--- src/ckc_pkg.sv ---
// Shared types, constants and register codes for the chord key capture block.
package ckc_pkg;

    localparam int NUM_KEYS = 32;
    localparam logic [31:0] KEY_SPAN = 32'((64'd1 << NUM_KEYS) - 64'd1);

    localparam logic [15:0] EXEC_WINDOW_RESET = 16'd50;
    localparam logic [15:0] CANCEL_TIMEOUT_RESET = 16'd2000;

    typedef enum logic [1:0] {
        CFG_CHORD_KEY_MASK    = 2'd0,
        CFG_MODIFIER_MASK     = 2'd1,
        CFG_EXEC_WINDOW_MS    = 2'd2,
        CFG_CANCEL_TIMEOUT_MS = 2'd3
    } cfg_index_t;

    typedef enum logic [1:0] {
        MODE_IDLE   = 2'd0,
        MODE_BUILD  = 2'd1,
        MODE_CANCEL = 2'd2
    } mode_t;

    typedef struct packed {
        logic [31:0] switches;
        logic [31:0] time_ms;
    } ckc_in_t;

    typedef struct packed {
        logic        suppress;
        logic        chord_fire;
        logic [31:0] chord_mask;
    } ckc_out_t;

    typedef struct packed {
        logic [31:0] chord_key_mask;
        logic [31:0] modifier_mask;
        logic [15:0] exec_window_ms;
        logic [15:0] cancel_timeout_ms;
    } ckc_cfg_t;

endpackage

--- src/ckc_cfg_regs.sv ---
// Configuration register file for the chord key capture block.
module ckc_cfg_regs
    import ckc_pkg::*;
(
    input  logic        aclk,
    input  logic        aresetn,
    input  logic        cfg_we,
    input  logic [1:0]  cfg_index,
    input  logic [31:0] cfg_wdata,
    output ckc_cfg_t    cfg
);

    ckc_cfg_t cfg_reg;

    always_ff @(posedge aclk) begin
        if (!aresetn) begin
            cfg_reg.chord_key_mask    <= '0;
            cfg_reg.modifier_mask     <= '0;
            cfg_reg.exec_window_ms    <= EXEC_WINDOW_RESET;
            cfg_reg.cancel_timeout_ms <= CANCEL_TIMEOUT_RESET;
        end else if (cfg_we) begin
            case (cfg_index_t'(cfg_index))
                CFG_CHORD_KEY_MASK: begin
                    cfg_reg.chord_key_mask <= cfg_wdata;
                end
                CFG_MODIFIER_MASK: begin
                    cfg_reg.modifier_mask <= cfg_wdata;
                end
                CFG_EXEC_WINDOW_MS: begin
                    cfg_reg.exec_window_ms <= cfg_wdata[15:0];
                end
                CFG_CANCEL_TIMEOUT_MS: begin
                    cfg_reg.cancel_timeout_ms <= cfg_wdata[15:0];
                end
                default: begin
                    cfg_reg <= cfg_reg;
                end
            endcase
        end
    end

    assign cfg = cfg_reg;

endmodule

--- src/ckc_core.sv ---
// Chord capture state machine: state registers and per-sample next-state logic.
module ckc_core
    import ckc_pkg::*;
(
    input  logic     aclk,
    input  logic     aresetn,
    input  logic     step,
    input  ckc_in_t  item,
    input  ckc_cfg_t cfg,
    output ckc_out_t result
);

    mode_t       mode_reg, mode_next;
    logic [31:0] captured_reg, captured_next;
    logic [31:0] prev_reg;
    logic [31:0] window_start_reg, window_start_next;
    logic        window_open_reg, window_open_next;
    logic [31:0] cancel_start_reg, cancel_start_next;

    logic [31:0] cur;
    logic [31:0] now;
    logic [31:0] cm;
    logic [31:0] pressed;
    logic [31:0] released;
    logic [31:0] chord_held;
    logic [31:0] chord_pressed;
    logic [31:0] chord_released;
    logic [31:0] cancelling;
    logic        fire;
    logic [31:0] fire_mask;

    assign cur            = item.switches & KEY_SPAN;
    assign now            = item.time_ms;
    assign cm             = cfg.chord_key_mask & KEY_SPAN;
    assign pressed        = cur & ~prev_reg;
    assign released       = prev_reg & ~cur;
    assign chord_held     = cur & cm;
    assign chord_pressed  = pressed & cm;
    assign chord_released = released & cm;
    assign cancelling     = pressed & ~cm & ~cfg.modifier_mask;

    always_comb begin
        mode_next         = mode_reg;
        captured_next     = captured_reg;
        window_start_next = window_start_reg;
        window_open_next  = window_open_reg;
        cancel_start_next = cancel_start_reg;
        fire              = 1'b0;
        fire_mask         = '0;

        case (mode_reg)
            MODE_BUILD: begin
                if (chord_pressed != '0) begin
                    captured_next = captured_reg | chord_held;
                end
                if (cancelling != '0) begin
                    mode_next         = MODE_CANCEL;
                    cancel_start_next = now;
                    window_open_next  = 1'b0;
                end
                if (chord_released != '0 && !window_open_next) begin
                    window_start_next = now;
                    window_open_next  = 1'b1;
                end
            end
            MODE_CANCEL: begin
                if (cancelling != '0) begin
                    cancel_start_next = now;
                end
                if (chord_released != '0 && !window_open_next) begin
                    window_start_next = now;
                    window_open_next  = 1'b1;
                end
                if ((now - cancel_start_next) >= {16'd0, cfg.cancel_timeout_ms}) begin
                    if (chord_held != '0) begin
                        mode_next        = MODE_BUILD;
                        captured_next    = chord_held;
                        window_open_next = 1'b0;
                    end else begin
                        mode_next         = MODE_IDLE;
                        captured_next     = '0;
                        window_open_next  = 1'b0;
                        cancel_start_next = '0;
                    end
                end
            end
            default: begin
                if (chord_pressed != '0) begin
                    mode_next        = MODE_BUILD;
                    captured_next    = chord_held;
                    window_open_next = 1'b0;
                end
            end
        endcase

        if (window_open_next && cur != '0
                && (now - window_start_next) >= {16'd0, cfg.exec_window_ms}) begin
            if (mode_next == MODE_BUILD) begin
                if (chord_held != '0) begin
                    captured_next    = chord_held;
                    window_open_next = 1'b0;
                end else begin
                    mode_next         = MODE_IDLE;
                    captured_next     = '0;
                    window_open_next  = 1'b0;
                    cancel_start_next = '0;
                end
            end else begin
                window_open_next = 1'b0;
            end
        end

        if (cur == '0) begin
            if (window_open_next && mode_next == MODE_BUILD) begin
                fire      = 1'b1;
                fire_mask = captured_next;
            end
            mode_next         = MODE_IDLE;
            captured_next     = '0;
            window_open_next  = 1'b0;
            cancel_start_next = '0;
        end
    end

    always_ff @(posedge aclk) begin
        if (!aresetn) begin
            mode_reg         <= MODE_IDLE;
            captured_reg     <= '0;
            prev_reg         <= '0;
            window_start_reg <= '0;
            window_open_reg  <= 1'b0;
            cancel_start_reg <= '0;
        end else if (step) begin
            mode_reg         <= mode_next;
            captured_reg     <= captured_next;
            prev_reg         <= cur;
            window_start_reg <= window_start_next;
            window_open_reg  <= window_open_next;
            cancel_start_reg <= cancel_start_next;
        end
    end

    assign result.suppress   = (mode_next != MODE_IDLE);
    assign result.chord_fire = fire;
    assign result.chord_mask = fire_mask;

    // An idle machine holds no capture and no open window.
    a_idle_clean: assert property (@(posedge aclk) disable iff (!aresetn)
        mode_reg == MODE_IDLE |-> captured_reg == '0 && !window_open_reg)
        else $error("idle state carries a capture or an open window");

    // Building always has at least one captured chord key.
    a_build_nonempty: assert property (@(posedge aclk) disable iff (!aresetn)
        mode_reg == MODE_BUILD |-> captured_reg != '0)
        else $error("building state with an empty capture");

    // A fired chord leaves the machine idle after the transaction.
    a_fire_to_idle: assert property (@(posedge aclk) disable iff (!aresetn)
        step && fire |=> mode_reg == MODE_IDLE && prev_reg == '0)
        else $error("machine not idle after a chord fired");

    // A fired mask is never empty, and a fired result does not set suppress.
    a_fire_mask: assert property (@(posedge aclk) disable iff (!aresetn)
        step && fire |-> fire_mask != '0 && !result.suppress)
        else $error("fired chord has an empty mask or suppress set");

endmodule

--- src/chord_key_capture_fsm.sv ---
// Chord key capture block: input register, capture state machine and result register.
//
// The block takes one key-scan sample transaction per clock cycle and returns
// exactly one result transaction for each sample, in order. A sample is held in
// the input register, passes through the capture state machine, and its result
// is presented from the result register, where m_valid rises with it. Throughput
// is one transaction per cycle while m_ready is high; a stalled result holds both
// stages. Configuration registers are written through cfg_we, cfg_index and
// cfg_wdata and should only be changed while no transactions are in flight.
module chord_key_capture_fsm
    import ckc_pkg::*;
(
    input  logic        aclk,
    input  logic        aresetn,
    input  logic        cfg_we,
    input  logic [1:0]  cfg_index,
    input  logic [31:0] cfg_wdata,
    input  logic        s_valid,
    output logic        s_ready,
    input  ckc_in_t     s_data,
    output logic        m_valid,
    input  logic        m_ready,
    output ckc_out_t    m_data
);

    ckc_cfg_t cfg;
    logic     in_valid_reg;
    ckc_in_t  in_data_reg;
    logic     out_valid_reg;
    ckc_out_t out_data_reg;
    ckc_out_t result;
    logic     advance;

    ckc_cfg_regs u_cfg (
        .aclk      (aclk),
        .aresetn   (aresetn),
        .cfg_we    (cfg_we),
        .cfg_index (cfg_index),
        .cfg_wdata (cfg_wdata),
        .cfg       (cfg)
    );

    assign advance = in_valid_reg && (!out_valid_reg || m_ready);
    assign s_ready = !in_valid_reg || advance;

    ckc_core u_core (
        .aclk    (aclk),
        .aresetn (aresetn),
        .step    (advance),
        .item    (in_data_reg),
        .cfg     (cfg),
        .result  (result)
    );

    always_ff @(posedge aclk) begin
        if (!aresetn) begin
            in_valid_reg  <= 1'b0;
            out_valid_reg <= 1'b0;
        end else begin
            if (s_ready) begin
                in_valid_reg <= s_valid;
            end
            if (advance) begin
                out_valid_reg <= 1'b1;
            end else if (m_ready) begin
                out_valid_reg <= 1'b0;
            end
        end
    end

    always_ff @(posedge aclk) begin
        if (s_valid && s_ready) begin
            in_data_reg <= s_data;
        end
        if (advance) begin
            out_data_reg <= result;
        end
    end

    assign m_valid = out_valid_reg;
    assign m_data  = out_data_reg;

endmodule

--- config.mk ---
export PLATFORM = sky130hd
export DESIGN_NAME = chord_key_capture_fsm
export DESIGN_NICKNAME = d
export VERILOG_FILES = /design/src/ckc_pkg.sv /design/src/ckc_cfg_regs.sv /design/src/ckc_core.sv /design/src/chord_key_capture_fsm.sv
export SDC_FILE = /design/constraint.sdc
export NUM_CORES = 1
export LEC_CHECK = 0
export BUFFER_PORTS_ARGS = -buffer_cell sky130_fd_sc_hd__buf_4
export CORE_AREA = 4 4 238 240
export CTS_BUF_LIST = sky130_fd_sc_hd__clkbuf_4 sky130_fd_sc_hd__clkbuf_8
export DETAILED_ROUTE_END_ITERATION = 6
export DIE_AREA = 0 0 242 244
export GPL_ROUTABILITY_DRIVEN = 1
export PLACE_DENSITY = 0.64
export SYNTH_ARGS = -nofsm -noshare
export SYNTH_HDL_FRONTEND = slang
export SYNTH_SLANG_ARGS = --single-unit
--- constraint.sdc ---
create_clock -name aclk -period 8 [get_ports aclk]
set_input_delay 0.4 -clock aclk [delete_from_list [all_inputs] [get_ports aclk]]
set_output_delay 0.4 -clock aclk [all_outputs]
set_load 0.03 [all_outputs]
==> run_results.csv <==
group,metric,value,unit
outcome,status,"finished, violations left",
outcome,violations,"negative setup slack",
clock_network,root_buffer,"clkbuf_8",
logic_synthesis,avgSynthCellArea,8.90,sq um
critical_path,cpPeakStageDelay,0.39,ns
grt,grt_max_degree,89,
placement,pre_cts_ws,-0.786,ns
drt,drt_first_pass_iters,6,
logic_synthesis,yosys.area_share.simple,21.0,%
timing,max_slew_margin,19.4,%
clock_network,cts.htree.levels,2,
grt,grt_usage,21.9,%
timing,clock_skew,0.0210,ns
clock_network,cts_buffers,58,
placement,placed_area,0.0217,sq mm
logic_synthesis,syn_area,0.0189,sq mm
layout,syn2layout_area_growth,31.7,%
timing,tightest_slew,1.21,ns
timing,setup_viol,67,
die,std_cell_rows,86,
critical_path,required,8.55,ns
die,die_y,244,um
logic_synthesis,yosysWarnings,0,
clock_network,cts_sinks,327,
pwr,pwr-share-clk,38.7,%
pwr,p_sw,1400,uW
logic_synthesis,synth_compound_area_share,23.6,%
logic_synthesis,syn_inst,2127,
die,dieWidth,242,um
pwr,swShare,29.8,%
logic_synthesis,synthMuxAreaShare,3.43,%
pwr,seq_power_share,39.0,%
clock_network,clk_latency,0.67,ns
logic_synthesis,ys_ff_latch,327,
drt,drc_errors,0,
drt,num_vias,18300,
layout,mostFrequentLayoutCells,"nand2_1, buf_4, dfxtp_1, a21boi_0, edfxtp_1",
critical_path,crit_buf_inv,24,
grt,grt_pass1_wl,104000,um
die,start_util,34.6,%
pwr,power_frac_comb,22.3,%
logic_synthesis,async_flop_share,0,%
clock_network,cts_tree,"built",
placement,dp_hpwl,47100,um
timing,grt_setup_unrepaired,"true",
drt,wl_per_cell,20.6,um
logic_synthesis,synth_seq_area_share,39.8,%
layout,fin_area,0.0249,sq mm
die,core_area,0.0547,sq mm
layout,drive_above_1_share,23.3,%
critical_path,cp_slowest_cell,"edfxtp_1",
pwr,ir_drop,0.134,mV
timing,setup_slack,-0.346,ns
drt,avgViaCountPerCell,5.61,
pwr,power_leakage,0.0102,uW
critical_path,cp_common_cell,"buf_4",
drt,drt_iter0_drc,1619,
critical_path,critPathTopFamily,"buffers and inverters",
layout,final_common_cell,"nand2_1",
clock_network,clk_pin_slew,0.06,ns
logic_synthesis,synth.net_count,2325,
critical_path,arrival,8.90,ns
timing,finalHoldViolations,0,
logic_synthesis,synthAdderAreaFrac,6.42,%
drt,wl,67200,um
grt,antenna_found_initial,1,
grt,grt_overflow,0,
logic_synthesis,synth_edf_count,98,
layout,largest_reg_flops,96,
layout,fin_util,45.6,%
timing,min_period,8.35,ns
placement,routabilityCongestion,0.927,
logic_synthesis,synth_top_family_by_area,"compound AO/OA/AOI/OAI gates",
placement,place_inst,3024,
critical_path,start_kind,"flop",
placement,portBuffers,138,
grt,grt_pass1_vias,18000,
drt,final_antenna_net_count,0,
die,fp.dieArea,0.0590,sq mm
pwr,p_int,3300,uW
logic_synthesis,synth_xor_xnor_area_share,1.90,%
logic_synthesis,synth.distinct_cells,85,
min_path,holdCritPathClass,"input port to flop",
job,max_cap_violations,0,
timing,fin_crit_sh,104,%
logic_synthesis,synth_ff_type,"dfxtp_1",
die,ios,139,
critical_path,worst-setup-path-type,"flop to flop",
timing,drv_slew,0,
timing,fmax,0.120,GHz
critical_path,end_kind,"flop",
clock_network,cts.path.max_buffers,3,
layout,final_cells,3259,
critical_path,cp_max_fo,6,
layout,final_nets,2703,
pwr,powerDensity,189,mW/mm^2
==> synth_stat cells, drive strengths merged, types with 33 or more instances <==
cell | number | area share (%)
nand2 | 402 | 8.0
dfxtp | 229 | 24
a21boi | 122 | 4.8
nor2 | 99 | 2.0
edfxtp | 98 | 16
a21oi | 97 | 2.6
ha | 93 | 6.2
clkbuf | 91 | 1.8
inv | 69 | 1.4
o21ai | 52 | 1.4
nand3b | 50 | 2.0
a21o | 47 | 1.9
and2 | 47 | 1.6
o31ai | 37 | 1.5
o22ai | 34 | 1.1
nor4b | 33 | 1.5
o2bb2ai | 33 | 1.9
==> power by group through the flow <==
stage                     combinational [uW]  clock (uW)  sequential (uW)
final                                   1050        1820             1840
after global routing                    1140        1930             1840
after global placement                   922           0             1860
after CTS                               1030        1860             1830
after floorplan                          587           0             1870
after detailed placement                 934           0             1870
==> kinds of logic after synthesis <==
logic type	Yosys count
simple gates	806
buf+inv	185
compound gates	611
flops	327
xor+xnor	41
fa+ha+maj	96
mux	61
==> metal layers <==
layer,track usage (%),up-vias,wire (um)
met3,3.62,140,4490
met4,6.83,0,2010
met1,30.2,8825,30200
li1,-,8577,-
met2,35.4,725,30500
met5,0,-,0
==> worst min-delay path: cells and delay by family <==
kind	cells	cell delay, ns
simple gates	1	0.06
buf+inv	1	0.15
compound gates	1	0.06
==> stage by stage <==
stage	total power, uW	hold slack, ns	TNS, ns
6_report	4710	0.0466	-18.02
5_1_grt	4920	0.0209	-42.06
4_1_cts	4720	0.00242	-4.92
3_5_place_dp	2800	0.447	-40.94
3_3_place_gp	2780	0.444	-22.32
2_1_floorplan	2450	0.432	0
==> final timing paths <==
check | startpoint | end | slack (ns) | depth (start not counted)
setup / recovery | in_data_reg[51]$_DFFE_PP_ | u_core.cancel_start_reg[0]$_SDFFE_PN0P_ | -0.35 | 48
hold / removal | cfg_wdata[0] | u_cfg.cfg[64]$_SDFFE_PN0P_ | 0.05 | 3
setup reg to reg | in_data_reg[51]$_DFFE_PP_ | u_core.cancel_start_reg[0]$_SDFFE_PN0P_ | -0.35 | 48
hold reg to reg | u_cfg.cfg[24]$_SDFFE_PN0P_ | u_cfg.cfg[24]$_SDFFE_PN0P_ | 0.47 | 2
==> repair_timing <==
action                                 CTS  global route
setup endpoints to repair               67           100
endpoints found under the hold margin  105             0
buffers inserted                        28             4
hold buffers                            89             0
pin swaps                               16            50
gates resized for setup                 63            39
gates cloned                             6             1
==> cell type report <==
| cell class | instances | area, sq um |
|---|---|---|
| Clock inverter | 16 | 229 |
| Fill cell | 5196 | 29700 |
| Antenna cell | 1 | 2.50 |
| Inverter | 69 | 262 |
| Timing Repair Buffer | 434 | 3670 |
| Multi-Input combinational cell | 1615 | 11200 |
| Clock buffer | 93 | 1140 |
| Tap cell | 704 | 881 |
| Sequential cell | 327 | 7530 |
No activity file was read; power rests on OpenSTA's default activity.
